**config.mk**
```make
export PLATFORM = sky130hd
export DESIGN_NAME = brz_div
export DESIGN_NICKNAME = d
export VERILOG_FILES = /design/src/rtl/core/brz_div.sv
export SDC_FILE = /design/constraint.sdc
export NUM_CORES = 1
export LEC_CHECK = 0
export ABC_CLOCK_PERIOD_IN_PS = 4370
export BUFFER_PORTS_ARGS = -buffer_cell sky130_fd_sc_hd__buf_2
export CORE_UTILIZATION = 40
export CTS_BUF_LIST = sky130_fd_sc_hd__clkbuf_8
export DETAILED_ROUTE_END_ITERATION = 7
export SETUP_SLACK_MARGIN = 0.15
export SLEW_MARGIN = 20
export SYNTH_ARGS = -nofsm -noshare
export SYNTH_HDL_FRONTEND = slang
export SYNTH_SLANG_ARGS = --single-unit
```
**constraint.sdc**
```tcl
create_clock -name i_clk -period 4.37 [get_ports i_clk]
set_clock_uncertainty 0.15 [all_clocks]
set_input_delay 0 -clock i_clk [delete_from_list [all_inputs] [get_ports i_clk]]
set_output_delay 0 -clock i_clk [all_outputs]
set_load 0.03 [all_outputs]
```
**src/rtl/core/brz_div.sv**
```systemverilog
`timescale 1ns / 1ps
// fully pipelined restoring divider, one quotient bit per stage
// no dependencies

module brz_div #(
    parameter int NUM_W = 28,
    parameter int DEN_W = 11
) (
    input  logic             i_clk,
    input  logic [NUM_W-1:0] i_num,
    input  logic [DEN_W-1:0] i_den,
    output logic [NUM_W-1:0] o_quo
);

    logic [DEN_W-1:0] r_rem [NUM_W];
    logic [NUM_W-1:0] r_nq  [NUM_W];

    for (genvar k = 0; k < NUM_W; k++) begin : g_stage
        logic [DEN_W-1:0] rem_in;
        logic [NUM_W-1:0] nq_in;
        logic [DEN_W:0]   trial;
        logic             take;

        if (k == 0) begin : g_first
            assign rem_in = '0;
            assign nq_in  = i_num;
        end else begin : g_next
            assign rem_in = r_rem[k-1];
            assign nq_in  = r_nq[k-1];
        end

        assign trial = {rem_in, nq_in[NUM_W-1]};
        assign take  = (trial >= {1'b0, i_den});

        // numerator bits shift out the top while quotient bits shift in
        always_ff @(posedge i_clk) begin
            r_rem[k] <= take ? DEN_W'(trial - {1'b0, i_den}) : trial[DEN_W-1:0];
            r_nq[k]  <= {nq_in[NUM_W-2:0], take};
        end
    end

    assign o_quo = r_nq[NUM_W-1];

endmodule

```
==> results of run 1 <==
==> registers in the layout (all words and copies together), names as in the netlist <==
name,flops
r_rem,297
r_nq,784
==> kinds of logic after synthesis <==
family,Yosys count,share of synthesized area
and+or+nand+nor,553,0.0689
DFF,1081,0.554
adders and majority gates,325,0.109
AOI/OAI and AO/OA,645,0.116
muxes,285,0.0893
buffers and inverters,176,0.0213
xor gates and xnor gates,183,0.0410
==> worst reg2reg max path, cell delays in order, from the launching register on <==
cell      delay (ns)
dfxtp_1         0.38
inv_1           0.08
ha_1            0.21
fa_1            0.40
nand2b_1        0.18
a21oi_2         0.24
a41o_1          0.15
a31oi_1         0.15
o31ai_2         0.23
buf_4           0.27
mux2_2          0.37
==> Yosys cell counts (12+ instances only) <==
| cell type | number | area [µm²] |
|---|---|---|
| dfxtp_1 | 1081 | 21600 |
| ha_1 | 299 | 3740 |
| nor2_1 | 186 | 698 |
| a21oi_1 | 143 | 716 |
| inv_1 | 142 | 533 |
| mux2_2 | 142 | 1600 |
| xnor2_1 | 142 | 1240 |
| mux2_4 | 91 | 1370 |
| nand2_1 | 90 | 338 |
| a21o_1 | 82 | 616 |
| o21a_1 | 77 | 578 |
| o21ai_0 | 65 | 325 |
| a31oi_1 | 61 | 382 |
| mux2i_1 | 51 | 510 |
| nor2b_1 | 49 | 307 |
| nor3_1 | 49 | 245 |
| xor2_1 | 41 | 359 |
| o31a_1 | 36 | 315 |
| nand3_1 | 35 | 175 |
| nand2b_1 | 34 | 213 |
| nand4_1 | 34 | 213 |
| fa_1 | 26 | 521 |
| and3_1 | 25 | 156 |
| buf_6 | 18 | 203 |
| a211oi_1 | 14 | 105 |
| o311ai_0 | 14 | 123 |
| a211o_1 | 13 | 114 |
| nor4_1 | 13 | 81.3 |
| o2111ai_1 | 13 | 114 |
| o22ai_1 | 13 | 81.3 |
| a21oi_2 | 12 | 105 |
| a41o_1 | 12 | 120 |
| o31ai_2 | 12 | 150 |
| or4_1 | 12 | 90.1 |
==> final cells by class <==
type                            instances  area [µm²]
Fill cell                            8802       51300
Sequential cell                      1081       21600
Multi-Input combinational cell       1991       16600
Clock buffer                          215        2960
Tap cell                             1276        1600
Timing Repair Buffer                  178        1350
Clock inverter                         90         756
Inverter                              142         533
Antenna cell                            3        7.51
==> power groups by stage <==
| stage | clock network (mW) | logic (mW) | registers (mW) |
|---|---|---|---|
| floorplan | 0 | 10.5 | 13.4 |
| global placement | 0 | 12.4 | 13.6 |
| detailed placement | 0 | 12.5 | 13.6 |
| CTS | 9.36 | 12.6 | 13.4 |
| global route | 9.81 | 14.0 | 13.6 |
| finish | 8.94 | 12.6 | 13.4 |
==> layer usage <==
| layer | vias up | routed length [µm] | GRT usage |
|---|---|---|---|
| met3 | 158 | 3440 | 0.0345 |
| li1 | 12200 | - | - |
| met1 | 10900 | 33300 | 0.184 |
| met5 | - | 0 | 0 |
| met2 | 479 | 32100 | 0.231 |
| met4 | 0 | 2060 | 0.0660 |
==> worst max-delay path by stage <==
stage	to	cells past startpoint	from	slack, ns
6_report	r_rem[0][4]$_SDFF_PN0_	10	i_den[5]	0.49
5_1_grt	r_rem[0][4]$_SDFF_PN0_	10	i_den[5]	0.30
4_1_cts	r_rem[0][4]$_SDFF_PN0_	10	i_den[5]	0.70
3_5_place_dp	r_rem[20][4]$_DFF_P_	10	i_den[0]	1.09
3_3_place_gp	r_rem[20][7]$_DFF_P_	10	i_den[0]	1.18
2_1_floorplan	r_rem[21][3]$_DFF_P_	10	r_nq[1][139]$_DFF_P_	1.83
==> per-stage QoR <==
| step | hold slack (ns) | worst slack, ns | area [µm²] |
|---|---|---|---|
| global placement | -0.0473 | 1.18 | 41000 |
| CTS | 0.00988 | 0.705 | 45400 |
| global route | 0.0710 | 0.303 | 45400 |
| floorplan | -0.122 | 1.83 | 39100 |
| detailed placement | -0.0461 | 1.09 | 41000 |
| finish | 0.0921 | 0.487 | 45400 |
==> what timing repair did <==
action | CTS | global route
gates resized for setup | 0 | 0
hold endpoints to repair | 59 | 0
setup buffers | 0 | 0
hold buffers | 71 | 0
==> run metrics, run 1 <==
status finished clean; Total Routed Length 70.9 mm; Worst setup SP type primary input; gr usage total 0.144; Int Power around 24 mW; crit path DAT roughly 4.5 ns; Pre-antenna DRT Iters 6; # Max-Cap Violations 0; htree depth 4; detailed-route via count 23,800; cells after synthesis roughly 3,200; CTS sink cnt ~1,100; share of power burned in registers 0.384; Num CTS Buffers ~170; critical path class primary input to register; Main synth FF type dfxtp_1; fin nets 3,932; wire per inst 14.2 µm; commonest non-fill, non-tap cell in the layout dfxtp_1; FF-to-FF End r_rem[26][2]$_DFF_P_; row count 114; peak supply drop 0.405 mV; largest net degree at the start of global routing 29; worst-margin pin slew 1.08 ns; # IOs 68; grt ovf 0; Synth Cell Area 39,100 µm²; DR iter-0 viols approximately 1,200; Leak about 20 nW; Slew Limit Fails 0; Tcrit/Tclk final 0.888; RSZ-0062 raised after global routing no; Post-synth EDFFs 0; placed cell count 4,597; async set-reset flop share out of synthesis 0; via-per-instance ratio ~4.8; FF-to-FF path depth 10; Final min period around 3.9 ns; Starting Density 0.404; Hold Vio Cnt, Final 0; sw frac 0.314; global-route wire length before repair 115 mm; sequential fraction of the synthesis area 0.554; share of cells above drive strength 1 0.177; root buf cell clkbuf_8; hold depth 3; crit-path cells dlygate4sd3_1, buf_2, dlygate4sd3_1, nor4_1, dlygate4sd3_1, dlygate4sd3_1, o2111a_1, dlygate4sd3_1, a21boi_0, dlygate4sd3_1; CTS tree yes; Final GP Congestion 0.841; Area growth syn-to-layout 16.3%; post-route setup TNS 0 ns; Layout Utilization 0.470; WP buf/inv 7; syn avg cell area 12.0 µm²; worst r2r src r_nq[1][279]$_DFF_P_; final setup vio count 0; final non-filler cell total 4,976; syn_nets 3,613; crit-path max FO 10; flop-to-flop setup slack 1.42 ns; CP max stage cell dlygate4sd3_1; clock power share 0.256; pwr dens 769 nW/µm²; die area 98,900 µm²; Netlist cell types slightly above 60; vias in the first global route 23,400; Die Wd 314 µm; Fmax 258 MHz; Worst path top cell family by delay buffers and inverters; Clock Tree Buf Depth 3; worst min path class primary input to register; Slew HR 0.282; final HPWL from detailed placement 47.1 mm; die height 314 µm; FF+latch count, synth 1,081; most frequent cells in the layout dfxtp_1, ha_1, clkbuf_8, nor2_1, inv_1; initial antenna violation count 1; core footprint 96,700 µm²; CP endpoint kind register; max incr delay on CP 0.75 ns; most frequent CP cell dlygate4sd3_1; Residual DRC 0; hold path start i_den[0]; Antenna Nets Post-Route 0; hold endpoint r_rem[18][0]$_DFF_P_; Reg clk slew, reported paths 0.06 ns; Switching Power 11.0 mW; CP required 5.00 ns; Buffers on Ports 67; Synth warnings 0; Final Power 34.9 mW; combinational power share 0.360; Skew-Pair Late Insertion Delay 0.85 ns
Power figures use the tool's default switching activity.
==> run 2, diff against run 1 <==
--- a/config.mk
+++ b/config.mk
@@ -7,6 +7,7 @@
 export LEC_CHECK = 0
 export ABC_CLOCK_PERIOD_IN_PS = 4370
 export BUFFER_PORTS_ARGS = -buffer_cell sky130_fd_sc_hd__buf_2
+export CORE_ASPECT_RATIO = 0.7
 export CORE_UTILIZATION = 40
 export CTS_BUF_LIST = sky130_fd_sc_hd__clkbuf_8
 export DETAILED_ROUTE_END_ITERATION = 7
==> run 2 against run 1 <==
Compared with the run above:
- total power is 0.25% higher
- sequential share of layout area hardly changed
- via count rose by 0.84%
- cell count up 0.60%
- highest routed layer unchanged
- clock power is 2% lower
- first-iteration DRC count up 19%
- sequential power about the same
- largest power group unchanged
- critical endpoint is now r_rem[0][2]$_SDFF_PN0_
==> run metrics, run 2 (synthesized netlist as in run 1, its figures left out) <==
status finished clean (unchanged); Int Power 23.8 mW (was 23.9 mW); RSZ-0062 raised after global routing no (unchanged); final setup vio count 0 (unchanged); share of power burned in registers 0.384 (about the same); FF-to-FF End r_rem[6][7]$_DFF_P_ (was r_rem[26][2]$_DFF_P_); via-per-instance ratio 4.79 (was 4.78); Fillers 8,775 (was 8,802); gr usage total 0.152 (was 0.144); CP required 5.01 ns (was 5.00 ns); worst r2r src r_nq[0][167]$_DFF_P_ (was r_nq[1][279]$_DFF_P_); # IOs 68 (unchanged); htree depth 4 (unchanged); global-route wire length before repair 121 mm (was 115 mm); Top reg by flops r_nq (unchanged); Final min period 3.87 ns (was 3.88 ns); pwr dens 771 nW/µm² (was 769 nW/µm²); most frequent cells in the layout dfxtp_1, ha_1, clkbuf_8, nor2_1, inv_1 (unchanged); detailed-route via count 24,000 (was 23,800); Worst setup SP type primary input (unchanged); Cell Area, Placed 41,100 µm² (was 41,000 µm²); Slew Limit Fails 0 (unchanged); Antenna Nets Post-Route 0 (unchanged); Fmax 259 MHz (was 258 MHz); post-CTS setup buffers 0 (unchanged); hold depth 3 (unchanged); grt ovf 0 (unchanged); Slew HR 0.301 (was 0.282); Top Registers r_nq x784, r_rem x297 (unchanged); initial antenna violation count 4 (was 1); crit-path max FO 10 (unchanged); fin nets 3,929 (was 3,932); share of cells above drive strength 1 0.175 (was 0.177); critical path class primary input to register (unchanged); sw frac 0.319 (was 0.314); DR iter-0 viols 1,370 (was 1,154); CP endpoint kind register (unchanged); FF-to-FF path depth 9 (was 10); Leak 20.0 nW (about the same); final HPWL from detailed placement 50.6 mm (was 47.1 mm); hold path start i_num[22] (was i_den[0]); Pre-antenna DRT Iters 5 (was 6); Area growth syn-to-layout 16.3% (about the same); Hold Vio Cnt, Final 0 (unchanged); core footprint 96,400 µm² (was 96,700 µm²); Clock Tree Buf Depth 3 (unchanged); Largest register FFs 784 (unchanged); Skew-Pair Late Insertion Delay 0.84 ns (was 0.85 ns); CTS tree yes (unchanged); worst-margin pin slew 1.04 ns (was 1.08 ns); Residual DRC 0 (unchanged); root buf cell clkbuf_8 (unchanged); Num CTS Buffers 162 (was 173); CTS sink cnt 1,081 (unchanged); Total Routed Length 74.5 mm (was 70.9 mm); combinational power share 0.365 (was 0.360); post-route setup TNS 0 ns (unchanged); Die Wd 376 µm (was 314 µm); largest net degree at the start of global routing 22 (was 29); Switching Power 11.2 mW (was 11.0 mW); Buffers on Ports 67 (unchanged); Hold-fix buffers, CTS 73 (was 71); wire per inst 14.9 µm (was 14.2 µm); CTS resizes 0 (unchanged); Reg clk slew, reported paths 0.06 ns (about the same); die area 98,900 µm² (about the same); die height 263 µm (was 314 µm); worst min path class primary input to register (unchanged); hold endpoint r_nq[0][23]$_DFF_P_ (was r_rem[18][0]$_DFF_P_); Final Cell Area 45,400 µm² (about the same); WHS 0.162 ns (was 0.0921 ns); vias in the first global route 22,900 (was 23,400); clock power share 0.251 (was 0.256); Final GP Congestion 0.866 (was 0.841); # Max-Cap Violations 0 (unchanged); crit path DAT 4.51 ns (about the same); flop-to-flop setup slack 1.21 ns (was 1.42 ns); Tcrit/Tclk final 0.885 (was 0.888); row count 95 (was 114); Starting Density 0.405 (was 0.404); peak supply drop 0.347 mV (was 0.405 mV); commonest non-fill, non-tap cell in the layout dfxtp_1 (unchanged); Final Power 35.0 mW (was 34.9 mW)
## run 2: changes by cell type in the layout (fill, tap and decap cells not counted), sizes merged
cell | before | now
clkbuf | 215 | 200
buf | 107 | 113
bufinv | 8 | 11
clkinvlp | 3 | 6
dlygate4sd3 | 71 | 73
inv | 196 | 194
## run 2: per-stage QoR
stage,setup WS (ns),cells,util
global placement,1.00,4636,0.426
floorplan,1.83,3248,-
global route,0.434,5006,0.471
finish,0.502,5006,0.471
CTS,0.723,5003,0.471
detailed placement,1.06,4636,0.426
## run 2: worst max path at each step
stage	startpoint	end	slack [ns]
floorplan	r_nq[1][139]$_DFF_P_	r_rem[21][3]$_DFF_P_	1.83
global placement	i_den[1]	r_rem[9][10]$_DFF_P_	1.00
detailed placement	i_den[2]	r_rem[18][2]$_DFF_P_	1.06
CTS	i_den[5]	r_rem[0][2]$_SDFF_PN0_	0.72
global route	i_den[5]	r_rem[0][2]$_SDFF_PN0_	0.43
finish	i_den[5]	r_rem[0][2]$_SDFF_PN0_	0.50
## run 2: final cells by class
type	count	area, µm²	share of cell area
well taps	1309	1640	0.0361
inverters	142	533	0.0117
flip-flops and latches	1081	21600	0.476
repair buffers	186	1440	0.0316
diodes	3	7.51	0.000165
clock buffers	200	2750	0.0606
clock inverters	94	823	0.0181
multi-input cells	1991	16600	0.365
## run 2: worst max-delay path: stages
cell and delay, ns:
dlygate4sd3_1 0.52, buf_2 0.12, dlygate4sd3_1 0.54, nor4_1 0.23, dlygate4sd3_1 0.60, dlygate4sd3_1 0.64
o2111a_1 0.28, dlygate4sd3_1 0.75, a21boi_0 0.24, dlygate4sd3_1 0.58
## run 2: power by group through the flow
stage | clock (mW) | sequential (mW) | combinational, mW
6_report | 8.79 | 13.4 | 12.8
5_1_grt | 9.65 | 13.7 | 14.2
4_1_cts | 9.18 | 13.4 | 12.7
3_5_place_dp | 0 | 13.6 | 12.6
3_3_place_gp | 0 | 13.7 | 12.5
2_1_floorplan | 0 | 13.4 | 10.5
## run 2: per-layer routing
layer | global-route usage | wire length [µm]
met5 | 0 | 0
met4 | 0.0567 | 1570
met3 | 0.0393 | 4220
met2 | 0.197 | 27800
met1 | 0.235 | 40900
==> run 3, diff against run 2 <==
--- a/config.mk
+++ b/config.mk
@@ -5,11 +5,10 @@
 export SDC_FILE = /design/constraint.sdc
 export NUM_CORES = 1
 export LEC_CHECK = 0
-export ABC_CLOCK_PERIOD_IN_PS = 4370
 export BUFFER_PORTS_ARGS = -buffer_cell sky130_fd_sc_hd__buf_2
 export CORE_ASPECT_RATIO = 0.7
 export CORE_UTILIZATION = 40
-export CTS_BUF_LIST = sky130_fd_sc_hd__clkbuf_8
+export CTS_BUF_LIST = sky130_fd_sc_hd__clkbuf_4 sky130_fd_sc_hd__clkbuf_8 sky130_fd_sc_hd__clkbuf_16
 export DETAILED_ROUTE_END_ITERATION = 7
 export SETUP_SLACK_MARGIN = 0.15
 export SLEW_MARGIN = 20
==> constraint.sdc (replaced) <==
create_clock -name i_clk -period 4.6 [get_ports i_clk]
set_clock_uncertainty 0.15 [all_clocks]
set_input_delay 0 -clock i_clk [delete_from_list [all_inputs] [get_ports i_clk]]
set_output_delay 0 -clock i_clk [all_outputs]
set_load 0.03 [all_outputs]
==> run 3 against run 2 <==
Compared with the run above:
- sequential share of layout area barely moved
- via count is 1.9% lower
- sequential power down 4%
- clock power up 2%
- utilization barely moved
- combinational power down 5%
- flip-flop and latch count stayed put
- count of clock-buffer cells in the layout down 68
- non-clock buffer count fell by 12
- hold slack got worse by 0.054 ns
- design area is essentially flat
- largest power group unchanged
==> run metrics, run 3 (synthesized netlist as in run 1, its figures left out) <==
status finished clean (unchanged); n_diodes 0 (was 3); Total Routed Length 72.7 mm (was 74.5 mm); Top Registers r_nq x784, r_rem x297 (unchanged); row count 95 (unchanged); Area growth syn-to-layout 16.3% (about the same); Starting Density 0.405 (unchanged); critical path class primary input to register (unchanged); pwr dens 745 nW/µm² (was 771 nW/µm²); max incr delay on CP 0.70 ns (was 0.75 ns); vias in the first global route 22,300 (was 22,900); Residual DRC 0 (unchanged); Antenna Nets Post-Route 0 (unchanged); CP required 5.01 ns (about the same); Top reg by flops r_nq (unchanged); commonest non-fill, non-tap cell in the layout dfxtp_1 (unchanged); Worst setup SP type primary input (unchanged); largest net degree at the start of global routing 28 (was 22); WP buf/inv 5 (was 7); Buffers on Ports 67 (unchanged); Largest register FFs 784 (unchanged); Pre-antenna DRT Iters 6 (was 5); Final GP Congestion 0.840 (was 0.866); Hold Vio Cnt, Final 0 (unchanged); Worst path top cell family by delay buffers and inverters (unchanged); worst-margin pin slew 1.01 ns (was 1.04 ns); final non-filler cell total 4,881 (was 5,006); WHS 0.108 ns (was 0.162 ns); final setup vio count 0 (unchanged); DR iter-0 viols 1,192 (was 1,370); # Max-Cap Violations 0 (unchanged); Skew-Pair Late Insertion Delay 0.71 ns (was 0.84 ns); Leak 19.8 nW (was 20.0 nW); core footprint 96,400 µm² (unchanged); post-route setup TNS 0 ns (unchanged); CTS tree yes (unchanged); grt ovf 0 (unchanged); most frequent cells in the layout dfxtp_1, ha_1, nor2_1, a21oi_1 (was dfxtp_1, ha_1, clkbuf_8, nor2_1, inv_1); die height 263 µm (unchanged); Slew Limit Fails 0 (unchanged); share of cells above drive strength 1 0.163 (was 0.175); Layout Utilization 0.471 (about the same); wire per inst 14.9 µm (about the same); Reg clk slew, reported paths 0.07 ns (was 0.06 ns); crit-path cells dlygate4sd3_1, buf_2, inv_1, buf_4, ha_1, o21ai_1, a31oi_1, nand2b_1, a21oi_1, buf_4, mux2_2 (was dlygate4sd3_1, buf_2, dlygate4sd3_1, nor4_1, dlygate4sd3_1, dlygate4sd3_1, o2111a_1, dlygate4sd3_1, a21boi_0, dlygate4sd3_1); Num CTS Buffers 101 (was 162); detailed-route via count 23,500 (was 24,000); post-CTS setup buffers 0 (unchanged); root buf cell clkbuf_16 (was clkbuf_8); Fmax 331 MHz; global-route wire length before repair 118 mm (was 121 mm); peak supply drop 0.341 mV (was 0.347 mV); crit-path max FO 11 (was 10); CTS resizes 0 (unchanged); RSZ-0062 raised after global routing no (unchanged); Hold-fix buffers, CTS 63 (was 73); die area 98,900 µm² (unchanged); htree depth 3 (was 4); via-per-instance ratio 4.82 (was 4.79); Fillers 8,699 (was 8,775); Tcrit/Tclk final 0.657; placed cell count 4,634 (was 4,636); fin nets 3,856 (was 3,929); most frequent CP cell buf_4 (was dlygate4sd3_1); CP max stage cell inv_1 (was dlygate4sd3_1); Die Wd 376 µm (unchanged); crit path DAT 3.44 ns (was 4.51 ns); # IOs 68 (unchanged); CTS sink cnt 1,081 (unchanged); final HPWL from detailed placement 50.2 mm (was 50.6 mm); Final min period 3.02 ns; CP endpoint kind register (unchanged); gr usage total 0.147 (was 0.152); worst min path class primary input to register (unchanged); initial antenna violation count 0 (was 4); Clock Tree Buf Depth 3 (unchanged); Slew HR 0.327 (was 0.301)
run 3: cell count changes in the layout (fill, tap and decap cells not counted), moves of 5 or more:
cell,change
clkbuf_8,-187
clkbuf_16,+101
inv_1,-46
clkbuf_4,+18
dlygate4sd3_1,-10
clkinv_16,+6
clkinv_2,-5
clkinv_4,+5
run 3: final timing paths:
path                                           start                   end  slack [ns]  cells past startpoint
worst max-delay path                        i_den[3]  r_rem[25][7]$_DFF_P_        1.58                     11
worst min-delay path                        i_den[0]  r_rem[18][0]$_DFF_P_        0.11                      3
worst max register to register  r_nq[0][111]$_DFF_P_   r_rem[4][2]$_DFF_P_        1.63                     10
worst min register to register  r_nq[0][172]$_DFF_P_  r_nq[0][201]$_DFF_P_        0.15                      0
run 3: layout make-up:
cell class                      count  area [µm²]  share of cell area
Clock buffer                      132        2840              0.0626
Clock inverter                     52         850              0.0187
Inverter                          142         533              0.0117
Tap cell                         1309        1640              0.0361
Sequential cell                  1081       21600               0.477
Timing Repair Buffer              174        1320              0.0291
Multi-Input combinational cell   1991       16600               0.365
run 3: tightest hold or removal path, delay by kind of cell:
kind	cells	cell delay (ns)
buffers and inverters	1	0.38
muxes	1	0.06
adders and majority gates	1	0.46
run 3: metal layers:
metal	part of all wire	GRT usage	vias to the layer above
li1	-	-	12100
met1	0.55	0.233	10800
met2	0.37	0.196	508
met3	0.055	0.0307	124
met4	0.020	0.0416	0
met5	0	0	-
run 3: per-stage QoR:
step,setup slack [ns],instance area (µm²),power [mW]
after global routing,1.44,45400,36.1
final,1.58,45400,33.8
after detailed placement,1.28,41100,24.9
after global placement,1.29,41100,24.9
after CTS,1.63,45400,34.1
after floorplan,2.06,39100,22.6
run 3: report_power, final:
part | internal (mW) | switching, mW
sequential | 11.8 | 0.992
combinational | 6.23 | 5.90
clock | 5.27 | 3.66
total | 23.3 | 10.5
